### src/sv/stp_pkg.sv
`timescale 1ns / 1ps
// ---------------------------------------------------------------------------
// stp_pkg
// Types and constants shared by the timer pool modules.
// ---------------------------------------------------------------------------
package stp_pkg;

  localparam int TIMERS = 32;
  localparam int SLOT_W = 5;
  localparam int LINK_W = 6;
  localparam int AW     = $clog2(TIMERS);

  localparam logic [LINK_W-1:0] NIL       = LINK_W'(TIMERS);
  localparam logic [31:0]       NONE_DUE  = 32'hFFFF_FFFF;
  localparam logic [31:0]       COUNT_MAX = 32'hFFFF_FFFE;

  localparam logic [2:0] CMD_TICK      = 3'd0;
  localparam logic [2:0] CMD_ALLOC     = 3'd1;
  localparam logic [2:0] CMD_FREE      = 3'd2;
  localparam logic [2:0] CMD_INIT      = 3'd3;
  localparam logic [2:0] CMD_SETTIME   = 3'd4;
  localparam logic [2:0] CMD_CANCEL    = 3'd5;
  localparam logic [2:0] CMD_CANCELALL = 3'd6;

  localparam logic [1:0] ST_FREE  = 2'd0;
  localparam logic [1:0] ST_ALLOC = 2'd1;
  localparam logic [1:0] ST_ARMED = 2'd2;

  localparam logic [2:0] REG_SWITCH_SLOT = 3'd0;

  typedef struct packed {
    logic [2:0]         command;
    logic [4:0]         slot;
    logic [7:0]         owner;
    logic signed [31:0] tag;
    logic               auto_cancel;
    logic [31:0]        duration;
  } cmd_t;

  typedef struct packed {
    logic               kind;
    logic [4:0]         out_slot;
    logic [7:0]         out_owner;
    logic signed [31:0] out_tag;
    logic               ok;
    logic               switch_request;
    logic               last;
  } res_t;

endpackage

### src/sv/software_timer_pool.sv
`timescale 1ns / 1ps
// ---------------------------------------------------------------------------
// software_timer_pool
// Pool of 32 timer slots with a due-time ordered expiry list.
// ---------------------------------------------------------------------------
// Usage:
//   Commands enter on cmd_valid/cmd_ready, one item at a time; results leave
//   on res_valid/res_ready through a single output register. Every command
//   yields exactly one done item (last = 1); a tick first yields one expiry
//   item per due slot other than switch_slot, in list order.
//   Flow: init, alloc, unknown commands and free or cancel of an unarmed
//   slot go straight to their done item, and the next item is accepted
//   only once that one is loaded; a tick adds a read and a check per expired
//   slot; an unlink walks the list entry by entry, an insert reads each
//   entry it passes, and settime may do both walks; cancel-all scans all
//   slots in turn, reads the owner of each marked slot, and adds an
//   unlink walk for each armed one whose owner matches.
//   The link memory's single read port with registered read data sets this pace.
//   Reset empties the list, frees all slots, clears the counter and sets
//   switch_slot to 32 (none); no clearing pass is needed.
//   When the receiver stalls, the sequencer holds at its next result and
//   the held item stays unchanged on res until it is taken.
//   switch_slot sits at APB address 0.
// ---------------------------------------------------------------------------
module software_timer_pool (
  input  logic          clk,
  input  logic          rst,
  input  logic          psel,
  input  logic          penable,
  input  logic          pwrite,
  input  logic [2:0]    paddr,
  input  logic [31:0]   pwdata,
  output logic [31:0]   prdata,
  output logic          pready,
  input  logic          cmd_valid,
  output logic          cmd_ready,
  input  stp_pkg::cmd_t cmd,
  output logic          res_valid,
  input  logic          res_ready,
  output stp_pkg::res_t res
);
  import stp_pkg::*;

  logic [5:0] switch_slot;
  logic       res_load;
  logic       res_free;
  res_t       res_d;

  assign pready   = 1'b1;
  assign prdata   = (paddr == REG_SWITCH_SLOT) ? {26'd0, switch_slot} : 32'd0;
  assign res_free = !res_valid || res_ready;

  always_ff @(posedge clk) begin
    if (rst) begin
      switch_slot <= 6'd32;
    end else if (psel && penable && pwrite && paddr == REG_SWITCH_SLOT) begin
      switch_slot <= pwdata[5:0];
    end
  end

  always_ff @(posedge clk) begin
    if (rst) begin
      res_valid <= 1'b0;
    end else if (res_load && res_free) begin
      res_valid <= 1'b1;
    end else if (res_ready) begin
      res_valid <= 1'b0;
    end
  end

  always_ff @(posedge clk) begin
    if (res_load && res_free) begin
      res <= res_d;
    end
  end

  stp_seq u_seq (
    .clk        (clk),
    .rst        (rst),
    .switch_slot(switch_slot),
    .cmd_valid  (cmd_valid),
    .cmd_ready  (cmd_ready),
    .cmd        (cmd),
    .res_load   (res_load),
    .res_free   (res_free),
    .res_d      (res_d)
  );

endmodule

### src/sv/stp_ram.sv
`timescale 1ns / 1ps
// ---------------------------------------------------------------------------
// stp_ram
// Single write port, single read port RAM with registered read data.
// ---------------------------------------------------------------------------
module stp_ram #(
  parameter int WIDTH = 32,
  parameter int DEPTH = 32,
  parameter int AW    = $clog2(DEPTH)
) (
  input  logic             clk,
  input  logic             we,
  input  logic [AW-1:0]    waddr,
  input  logic [WIDTH-1:0] wdata,
  input  logic             re,
  input  logic [AW-1:0]    raddr,
  output logic [WIDTH-1:0] rdata
);

  logic [WIDTH-1:0] mem [DEPTH];

  always_ff @(posedge clk) begin
    if (we) begin
      mem[waddr] <= wdata;
    end
  end

  always_ff @(posedge clk) begin
    if (re) begin
      rdata <= mem[raddr];
    end
  end

endmodule

### src/sv/stp_seq.sv
`timescale 1ns / 1ps
// ---------------------------------------------------------------------------
// stp_seq
// Command sequencer: slot status, list memory walks and result generation.
// ---------------------------------------------------------------------------
module stp_seq (
  input  logic          clk,
  input  logic          rst,
  input  logic [5:0]    switch_slot,
  input  logic          cmd_valid,
  output logic          cmd_ready,
  input  stp_pkg::cmd_t cmd,
  output logic          res_load,
  input  logic          res_free,
  output stp_pkg::res_t res_d
);
  import stp_pkg::*;

  localparam logic [3:0] S_IDLE     = 4'd0;
  localparam logic [3:0] S_TICK_RD  = 4'd1;
  localparam logic [3:0] S_TICK_CHK = 4'd2;
  localparam logic [3:0] S_UNL      = 4'd3;
  localparam logic [3:0] S_UNL_HEAD = 4'd4;
  localparam logic [3:0] S_UNL_WALK = 4'd5;
  localparam logic [3:0] S_UNL_FIX  = 4'd6;
  localparam logic [3:0] S_INS      = 4'd7;
  localparam logic [3:0] S_INS_HEAD = 4'd8;
  localparam logic [3:0] S_INS_STEP = 4'd9;
  localparam logic [3:0] S_INS_CMP  = 4'd10;
  localparam logic [3:0] S_INS_LINK = 4'd11;
  localparam logic [3:0] S_CA       = 4'd12;
  localparam logic [3:0] S_CA_CMP   = 4'd13;
  localparam logic [3:0] S_CA_NEXT  = 4'd14;
  localparam logic [3:0] S_DONE     = 4'd15;

  logic [3:0]        state, state_next;
  logic [31:0]       tick_count, tick_count_next;
  logic [LINK_W-1:0] head, head_next;
  logic [1:0]        status [TIMERS];
  logic [1:0]        status_next [TIMERS];
  logic [TIMERS-1:0] ac, ac_next;

  logic [2:0]        cmd_r, cmd_r_next;
  logic [4:0]        slot_r, slot_r_next;
  logic [7:0]        own_r, own_r_next;
  logic [31:0]       due_r, due_r_next;
  logic [LINK_W-1:0] p_r, p_r_next;
  logic [31:0]       pdue_r, pdue_r_next;
  logic [LINK_W-1:0] pn_r, pn_r_next;
  logic [LINK_W-1:0] i_r, i_r_next;
  logic [AW-1:0]     tgt_r, tgt_r_next;
  logic              sw_r, sw_r_next;
  logic              ok_r, ok_r_next;
  logic [4:0]        aslot_r, aslot_r_next;

  logic              l_we, l_re, p_we, p_re;
  logic [AW-1:0]     l_waddr, l_raddr, p_waddr, p_raddr;
  logic [37:0]       l_wdata, l_rdata;
  logic [39:0]       p_wdata, p_rdata;
  logic [31:0]       l_due;
  logic [LINK_W-1:0] l_nxt;
  logic [32:0]       due_sum;
  logic              free_found;
  logic [AW-1:0]     free_idx;
  logic              accept;

  assign l_due     = l_rdata[37:6];
  assign l_nxt     = l_rdata[5:0];
  assign due_sum   = {1'b0, tick_count} + {1'b0, cmd.duration};
  assign cmd_ready = (state == S_IDLE);
  assign accept    = cmd_valid && cmd_ready;

  stp_ram #(.WIDTH(38), .DEPTH(TIMERS)) u_link (
    .clk(clk), .we(l_we), .waddr(l_waddr), .wdata(l_wdata),
    .re(l_re), .raddr(l_raddr), .rdata(l_rdata)
  );

  stp_ram #(.WIDTH(40), .DEPTH(TIMERS)) u_data (
    .clk(clk), .we(p_we), .waddr(p_waddr), .wdata(p_wdata),
    .re(p_re), .raddr(p_raddr), .rdata(p_rdata)
  );

  always_comb begin
    free_found = 1'b0;
    free_idx   = '0;
    for (int k = TIMERS - 1; k >= 0; k--) begin
      if (status[k] == ST_FREE) begin
        free_found = 1'b1;
        free_idx   = AW'(k);
      end
    end
  end

  always_comb begin
    state_next      = state;
    tick_count_next = tick_count;
    head_next       = head;
    status_next     = status;
    ac_next         = ac;
    cmd_r_next      = cmd_r;
    slot_r_next     = slot_r;
    own_r_next      = own_r;
    due_r_next      = due_r;
    p_r_next        = p_r;
    pdue_r_next     = pdue_r;
    pn_r_next       = pn_r;
    i_r_next        = i_r;
    tgt_r_next      = tgt_r;
    sw_r_next       = sw_r;
    ok_r_next       = ok_r;
    aslot_r_next    = aslot_r;
    l_we = 1'b0; l_waddr = '0; l_wdata = '0;
    l_re = 1'b0; l_raddr = '0;
    p_we = 1'b0; p_waddr = '0; p_wdata = '0;
    p_re = 1'b0; p_raddr = '0;
    res_load = 1'b0;
    res_d    = '0;

    unique case (state)
      S_IDLE: begin
        if (accept) begin
          cmd_r_next   = cmd.command;
          slot_r_next  = cmd.slot;
          own_r_next   = cmd.owner;
          tgt_r_next   = AW'(cmd.slot);
          due_r_next   = due_sum[32] ? NONE_DUE : due_sum[31:0];
          sw_r_next    = 1'b0;
          ok_r_next    = 1'b0;
          aslot_r_next = '0;
          state_next   = S_DONE;
          unique case (cmd.command)
            CMD_TICK: begin
              if (tick_count < COUNT_MAX) begin
                tick_count_next = tick_count + 32'd1;
              end
              state_next = S_TICK_RD;
            end
            CMD_ALLOC: begin
              if (free_found) begin
                status_next[free_idx] = ST_ALLOC;
                ac_next[free_idx]     = 1'b0;
                aslot_r_next          = 5'(free_idx);
                ok_r_next             = 1'b1;
              end
            end
            CMD_FREE: begin
              if (status[AW'(cmd.slot)] == ST_ARMED) begin
                state_next = S_UNL;
              end
              status_next[AW'(cmd.slot)] = ST_FREE;
            end
            CMD_INIT: begin
              p_we    = 1'b1;
              p_waddr = AW'(cmd.slot);
              p_wdata = {cmd.owner, cmd.tag};
              ac_next[AW'(cmd.slot)] = cmd.auto_cancel;
            end
            CMD_SETTIME: begin
              state_next = (status[AW'(cmd.slot)] == ST_ARMED) ? S_UNL : S_INS;
              status_next[AW'(cmd.slot)] = ST_ARMED;
            end
            CMD_CANCEL: begin
              if (status[AW'(cmd.slot)] == ST_ARMED) begin
                ok_r_next  = 1'b1;
                status_next[AW'(cmd.slot)] = ST_ALLOC;
                state_next = S_UNL;
              end
            end
            CMD_CANCELALL: begin
              i_r_next   = '0;
              state_next = S_CA;
            end
            default: begin
              state_next = S_DONE;
            end
          endcase
        end
      end

      S_TICK_RD: begin
        if (head == NIL) begin
          state_next = S_DONE;
        end else begin
          l_re       = 1'b1;
          l_raddr    = head[AW-1:0];
          p_re       = 1'b1;
          p_raddr    = head[AW-1:0];
          state_next = S_TICK_CHK;
        end
      end

      S_TICK_CHK: begin
        if (l_due > tick_count) begin
          state_next = S_DONE;
        end else if (head == switch_slot) begin
          sw_r_next = 1'b1;
          status_next[head[AW-1:0]] = ST_ALLOC;
          head_next  = l_nxt;
          state_next = S_TICK_RD;
        end else begin
          res_load           = 1'b1;
          res_d.kind         = 1'b1;
          res_d.out_slot     = 5'(head[AW-1:0]);
          res_d.out_owner    = p_rdata[39:32];
          res_d.out_tag      = p_rdata[31:0];
          if (res_free) begin
            status_next[head[AW-1:0]] = ST_ALLOC;
            head_next  = l_nxt;
            state_next = S_TICK_RD;
          end
        end
      end

      S_UNL: begin
        if (head == LINK_W'(tgt_r)) begin
          l_re       = 1'b1;
          l_raddr    = tgt_r;
          state_next = S_UNL_HEAD;
        end else begin
          l_re       = 1'b1;
          l_raddr    = head[AW-1:0];
          p_r_next   = head;
          state_next = S_UNL_WALK;
        end
      end

      S_UNL_HEAD: begin
        head_next = l_nxt;
        priority case (cmd_r)
          CMD_SETTIME:   state_next = S_INS;
          CMD_CANCELALL: state_next = S_CA_NEXT;
          default:       state_next = S_DONE;
        endcase
      end

      S_UNL_WALK: begin
        if (l_nxt == LINK_W'(tgt_r)) begin
          pdue_r_next = l_due;
          l_re        = 1'b1;
          l_raddr     = tgt_r;
          state_next  = S_UNL_FIX;
        end else if (l_nxt == NIL) begin
          priority case (cmd_r)
            CMD_SETTIME:   state_next = S_INS;
            CMD_CANCELALL: state_next = S_CA_NEXT;
            default:       state_next = S_DONE;
          endcase
        end else begin
          p_r_next = l_nxt;
          l_re     = 1'b1;
          l_raddr  = l_nxt[AW-1:0];
        end
      end

      S_UNL_FIX: begin
        l_we    = 1'b1;
        l_waddr = p_r[AW-1:0];
        l_wdata = {pdue_r, l_nxt};
        priority case (cmd_r)
          CMD_SETTIME:   state_next = S_INS;
          CMD_CANCELALL: state_next = S_CA_NEXT;
          default:       state_next = S_DONE;
        endcase
      end

      S_INS: begin
        if (head == NIL) begin
          l_we       = 1'b1;
          l_waddr    = AW'(slot_r);
          l_wdata    = {due_r, NIL};
          head_next  = LINK_W'(slot_r);
          state_next = S_DONE;
        end else begin
          l_re       = 1'b1;
          l_raddr    = head[AW-1:0];
          state_next = S_INS_HEAD;
        end
      end

      S_INS_HEAD: begin
        if (due_r <= l_due) begin
          l_we       = 1'b1;
          l_waddr    = AW'(slot_r);
          l_wdata    = {due_r, head};
          head_next  = LINK_W'(slot_r);
          state_next = S_DONE;
        end else begin
          p_r_next    = head;
          pdue_r_next = l_due;
          pn_r_next   = l_nxt;
          state_next  = S_INS_STEP;
        end
      end

      S_INS_STEP: begin
        if (pn_r == NIL) begin
          l_we       = 1'b1;
          l_waddr    = AW'(slot_r);
          l_wdata    = {due_r, NIL};
          state_next = S_INS_LINK;
        end else begin
          l_re       = 1'b1;
          l_raddr    = pn_r[AW-1:0];
          state_next = S_INS_CMP;
        end
      end

      S_INS_CMP: begin
        if (due_r <= l_due) begin
          l_we       = 1'b1;
          l_waddr    = AW'(slot_r);
          l_wdata    = {due_r, pn_r};
          state_next = S_INS_LINK;
        end else begin
          p_r_next    = pn_r;
          pdue_r_next = l_due;
          pn_r_next   = l_nxt;
          state_next  = S_INS_STEP;
        end
      end

      S_INS_LINK: begin
        l_we       = 1'b1;
        l_waddr    = p_r[AW-1:0];
        l_wdata    = {pdue_r, LINK_W'(slot_r)};
        state_next = S_DONE;
      end

      S_CA: begin
        if (i_r == LINK_W'(TIMERS)) begin
          state_next = S_DONE;
        end else if (status[i_r[AW-1:0]] != ST_FREE && ac[i_r[AW-1:0]]) begin
          p_re       = 1'b1;
          p_raddr    = i_r[AW-1:0];
          state_next = S_CA_CMP;
        end else begin
          i_r_next = i_r + LINK_W'(1);
        end
      end

      S_CA_CMP: begin
        if (p_rdata[39:32] == own_r) begin
          status_next[i_r[AW-1:0]] = ST_FREE;
          if (status[i_r[AW-1:0]] == ST_ARMED) begin
            tgt_r_next = i_r[AW-1:0];
            state_next = S_UNL;
          end else begin
            state_next = S_CA_NEXT;
          end
        end else begin
          state_next = S_CA_NEXT;
        end
      end

      S_CA_NEXT: begin
        i_r_next   = i_r + LINK_W'(1);
        state_next = S_CA;
      end

      S_DONE: begin
        res_load             = 1'b1;
        res_d.out_slot       = aslot_r;
        res_d.ok             = ok_r;
        res_d.switch_request = sw_r;
        res_d.last           = 1'b1;
        if (res_free) begin
          state_next = S_IDLE;
        end
      end

      default: begin
        state_next = S_IDLE;
      end
    endcase
  end

  always_ff @(posedge clk) begin
    if (rst) begin
      state      <= S_IDLE;
      tick_count <= '0;
      head       <= NIL;
      ac         <= '0;
      for (int k = 0; k < TIMERS; k++) begin
        status[k] <= ST_FREE;
      end
    end else begin
      state      <= state_next;
      tick_count <= tick_count_next;
      head       <= head_next;
      ac         <= ac_next;
      status     <= status_next;
    end
  end

  always_ff @(posedge clk) begin
    cmd_r   <= cmd_r_next;
    slot_r  <= slot_r_next;
    own_r   <= own_r_next;
    due_r   <= due_r_next;
    p_r     <= p_r_next;
    pdue_r  <= pdue_r_next;
    pn_r    <= pn_r_next;
    i_r     <= i_r_next;
    tgt_r   <= tgt_r_next;
    sw_r    <= sw_r_next;
    ok_r    <= ok_r_next;
    aslot_r <= aslot_r_next;
  end

endmodule

### config.mk
export PLATFORM = sky130hd
export DESIGN_NAME = software_timer_pool
export DESIGN_NICKNAME = d
export VERILOG_FILES = /design/src/sv/stp_pkg.sv /design/src/sv/software_timer_pool.sv /design/src/sv/stp_ram.sv /design/src/sv/stp_seq.sv
export SDC_FILE = /design/constraint.sdc
export NUM_CORES = 2
export LEC_CHECK = 0
export BUFFER_PORTS_ARGS = -buffer_cell sky130_fd_sc_hd__buf_2
export CAP_MARGIN = 40
export CORE_MARGIN = 4
export CORE_UTILIZATION = 25
export DETAILED_ROUTE_END_ITERATION = 12
export MAX_ROUTING_LAYER = met4
export PLACE_DENSITY = 0.38
export SKIP_LAST_GASP = 1
export SLEW_MARGIN = 25
export SYNTH_ARGS = -nofsm -noshare
export SYNTH_HDL_FRONTEND = slang
export SYNTH_HIERARCHICAL = 1
export SYNTH_SLANG_ARGS = --single-unit
### constraint.sdc
create_clock -name clk -period 16.16 [get_ports clk]
set_clock_uncertainty 0.15 [all_clocks]
set_input_delay 1.616 -clock clk [delete_from_list [all_inputs] [get_ports clk]]
set_output_delay 1.616 -clock clk [all_outputs]
set_load 0.01 [all_outputs]
==> results.md <==
- Commonest cells after routing, fill and taps aside: 2,732 x edfxtp_1, 1,285 x mux2i_1, 475 x a21oi_1, 464 x nand2_1, 345 x clkbuf_16
- IO buf count: 153
- Die Ht: between 700 and 800 µm
- # IOs: 207
- Period minus WS final: between 7000 and 8000 ps
- H-Tree Level Count: 5
- First-pass GRT wire length: 572 mm
- Post-CTS setup buffers: 0
- Sequential area share after synthesis: 70.2%
- Routed WL: ~400 mm
- Global Route Usage Sum: between 10% and 20%
- Clock transition at path regs: 60 ps
- Final Non-Filler Cells: 15,031
- DRC: 0
- Routed via count: 72,200
- Worst Setup SP: u_seq/i_r[2]$_SDFFCE_PN0P_
- Ys Warns: 6
- Post-route antenna net violation count: 0
- Max_slew headroom: 32.4%
- Post-layout util: 29.5%
- CP Launch Type: flop
- CTS Buf Count: 341
- Die Wd: 704 µm
- Placed Area: ~0.13 mm²
- Final worst path period share: a little over two fifths
- Final-layout fill cell count: 48,234
- Residual overflow from global routing: 0
- Unrepaired setup endpoints after global routing: false
- Total die area: just under 0.5 mm²
- TritonCTS clock tree: built
- CP endpoint kind: flop
- Initial antenna violation count: 16
- Slew @ Worst Pin: approximately 1000 ps
- Routed len/inst: 27.3 µm
- Pleak: 42.0 nW
- Post-CTS Resized: 0
- Synthesized area: 0.121 mm²
- Detailed placement HPWL: around 240 mm
- Vias per cell: 4.80
- Cts hold-fix bufs: 0
- Peak Freq: approximately 140 MHz
- Fin. Hold Viols: 0
- First DRT Iteration DRCs: 5,718
- CP required: around 17,000 ps
- Final WS setup: 9160 ps
- Root buffer selected by CTS: clkbuf_16
- WP data arrival: 7470 ps
- Most common cell after layout, fill and taps aside: edfxtp_1
- Flop-to-flop setup slack: 9160 ps
- Tot Pwr: slightly above 20 mW
- Synth Flop Type: edfxtp_1
- Num Clock Sinks: roughly 2,900
- Core Region: 0.482 mm²
- Worst hold path type: reg -> reg
- Vias in the first global route: 72,379
- Finished Cell Area: 0.142 mm²
- Area grow syn2layout: 17.6%
- Pre-CTS setup slack: 9060 ps
- FP Rows: ~260
- Layout cell share with drive strength beyond 1: 12.9%
- MaxCap Viol Count: 0
- Status: completed
- Placed Instances: 14,396
- Setup TNS: 0 ps
- Drt pass-1 iters: 6
- Gate Count Post-Synth: roughly 8,000
- Final Max Slew Viols: 0
- RR Endpoint: u_seq/u_data/rdata[19]$_DFFE_PP_
- Async SR Flop Fraction: 0%
- Maximum vdd drop: 80.0 µV
- Critical path fanouts, max: 122
- Clock Latency Late Sink: 980 ps
- Worst Reg-to-Reg Cells: 15
- Seq cells post-synth: roughly 2,900
- RR Startpoint: u_seq/i_r[2]$_SDFFCE_PN0P_
- Number of synthesized flops with an enable pin: about 2,700
- Initial Util: 25.1%
- Setup CP Type: reg -> reg
- PD cells: 143 mW/mm²
- Setup Viol. Count Final: 0
- Avg Cell Area, Syn: around 15 µm²
- Final net count: 8,556
- Maximum buffer depth of the clock tree: 4
- Cell variety after synth: between 90 and 100
- WHS: 334 ps
- Crit path to: u_seq/u_data/rdata[19]$_DFFE_PP_
- Largest net degree at the start of global routing: 129
- Placer Congestion: 0.921
## cells in the mapped netlist, types with 13 or more instances
master / instances / area [µm²]
nor2b_1: 25 / 156
buf_1: 20 / 75.1
nor3_1: 120 / 601
nand2b_1: 53 / 332
a21oi_1: 478 / 2390
a21o_1: 28 / 210
inv_1: 97 / 364
o22ai_1: 30 / 188
o41ai_1: 22 / 193
ha_1: 101 / 1260
edfxtp_1: 2732 / 82000
buf_6: 56 / 631
xnor2_1: 53 / 464
xor2_1: 26 / 228
a211oi_1: 38 / 285
o21ai_0: 122 / 611
a31oi_1: 95 / 594
buf_2: 90 / 450
or3_1: 16 / 100
nand2_1: 470 / 1760
mux2i_1: 1285 / 12900
or2_2: 13 / 81.3
clkbuf_1: 224 / 841
o211ai_1: 22 / 165
a2111oi_0: 45 / 394
buf_4: 93 / 698
nor4_1: 14 / 87.6
and2_1: 56 / 350
mux4_1: 15 / 394
nor2_1: 305 / 1140
a22oi_1: 254 / 1910
nand4_1: 28 / 175
dfxtp_1: 145 / 2900
a22o_1: 216 / 1890
nand3b_1: 15 / 113
and3_1: 62 / 388
nand3_1: 288 / 1440
## cells by family after synthesis
logic type / synth area share [%]
and+or+nand+nor: 6.04
other: 0.00620
AOI/OAI and AO/OA: 8.26
DFF: 70.2
muxes: 11.2
xor gates and xnor gates: 0.571
adders and majority gates: 1.06
buffers and inverters: 2.68
## how the worst min path moves through the flow
stage	slack [ps]	cells after the start	from	to
global placement	330	2	u_seq/ac[25]$_SDFFE_PP0P_	u_seq/ac[25]$_SDFFE_PP0P_
global route	360	2	u_seq/ac[13]$_SDFFE_PP0P_	u_seq/ac[13]$_SDFFE_PP0P_
detailed placement	320	2	u_seq/ac[13]$_SDFFE_PP0P_	u_seq/ac[13]$_SDFFE_PP0P_
finish	330	2	u_seq/ac[13]$_SDFFE_PP0P_	u_seq/ac[13]$_SDFFE_PP0P_
CTS	330	2	u_seq/ac[13]$_SDFFE_PP0P_	u_seq/ac[13]$_SDFFE_PP0P_
floorplan	290	2	u_seq/ac[13]$_SDFFE_PP0P_	u_seq/ac[13]$_SDFFE_PP0P_
## layout make-up
cell class,instances,area [µm²],area share [%]
Inverter,100,380,0.267
Sequential cell,2877,84900,59.7
Timing Repair Buffer,470,4550,3.20
Multi-Input combinational cell,4541,33700,23.7
Antenna cell,5,12.5,0.00879
Clock buffer,427,8950,6.29
Clock inverter,186,1770,1.24
Tap cell,6425,8040,5.65
## critical path, cell delays in order, from the launching register on
cell,delay [ps]
edfxtp_1,770
and3b_1,750
a22oi_1,320
nand2_1,140
a211oi_1,90
a21oi_1,510
nand2_1,90
nor2_1,400
a22o_4,710
buf_12,690
buf_12,740
mux2i_1,280
a22o_1,170
nor3_1,50
a31oi_1,230
nand3_1,140
## sequential cells by signal, indices dropped and copies added (netlist names), 8 cells and up
signal / cells
u_seq/u_link/rdata: 38
u_seq/own_r: 8
u_seq/tick_count: 32
res: 49
u_seq/ac: 32
u_seq/pdue_r: 32
u_seq/status: 64
u_seq/due_r: 32
u_seq/u_data/rdata: 40
u_seq/u_data/mem: 1280
u_seq/u_link/mem: 1216
## layer usage
metal	global-route usage (%)	vias up	wire length [µm]
met5	-	-	0
met1	20.9	37705	179000
li1	-	31993	-
met3	1.92	635	16600
met4	4.70	0	12900
met2	27.6	1867	202000
## report_power, final
| group | internal [mW] | switching (mW) | total [mW] |
|---|---|---|---|
| combinational | 1.22 | 2.70 | 3.92 |
| clock | 4.27 | 3.16 | 7.43 |
| sequential | 8.73 | 0.230 | 8.96 |
| total | 14.2 | 6.08 | 20.3 |
Power figures use the tool's default switching activity.
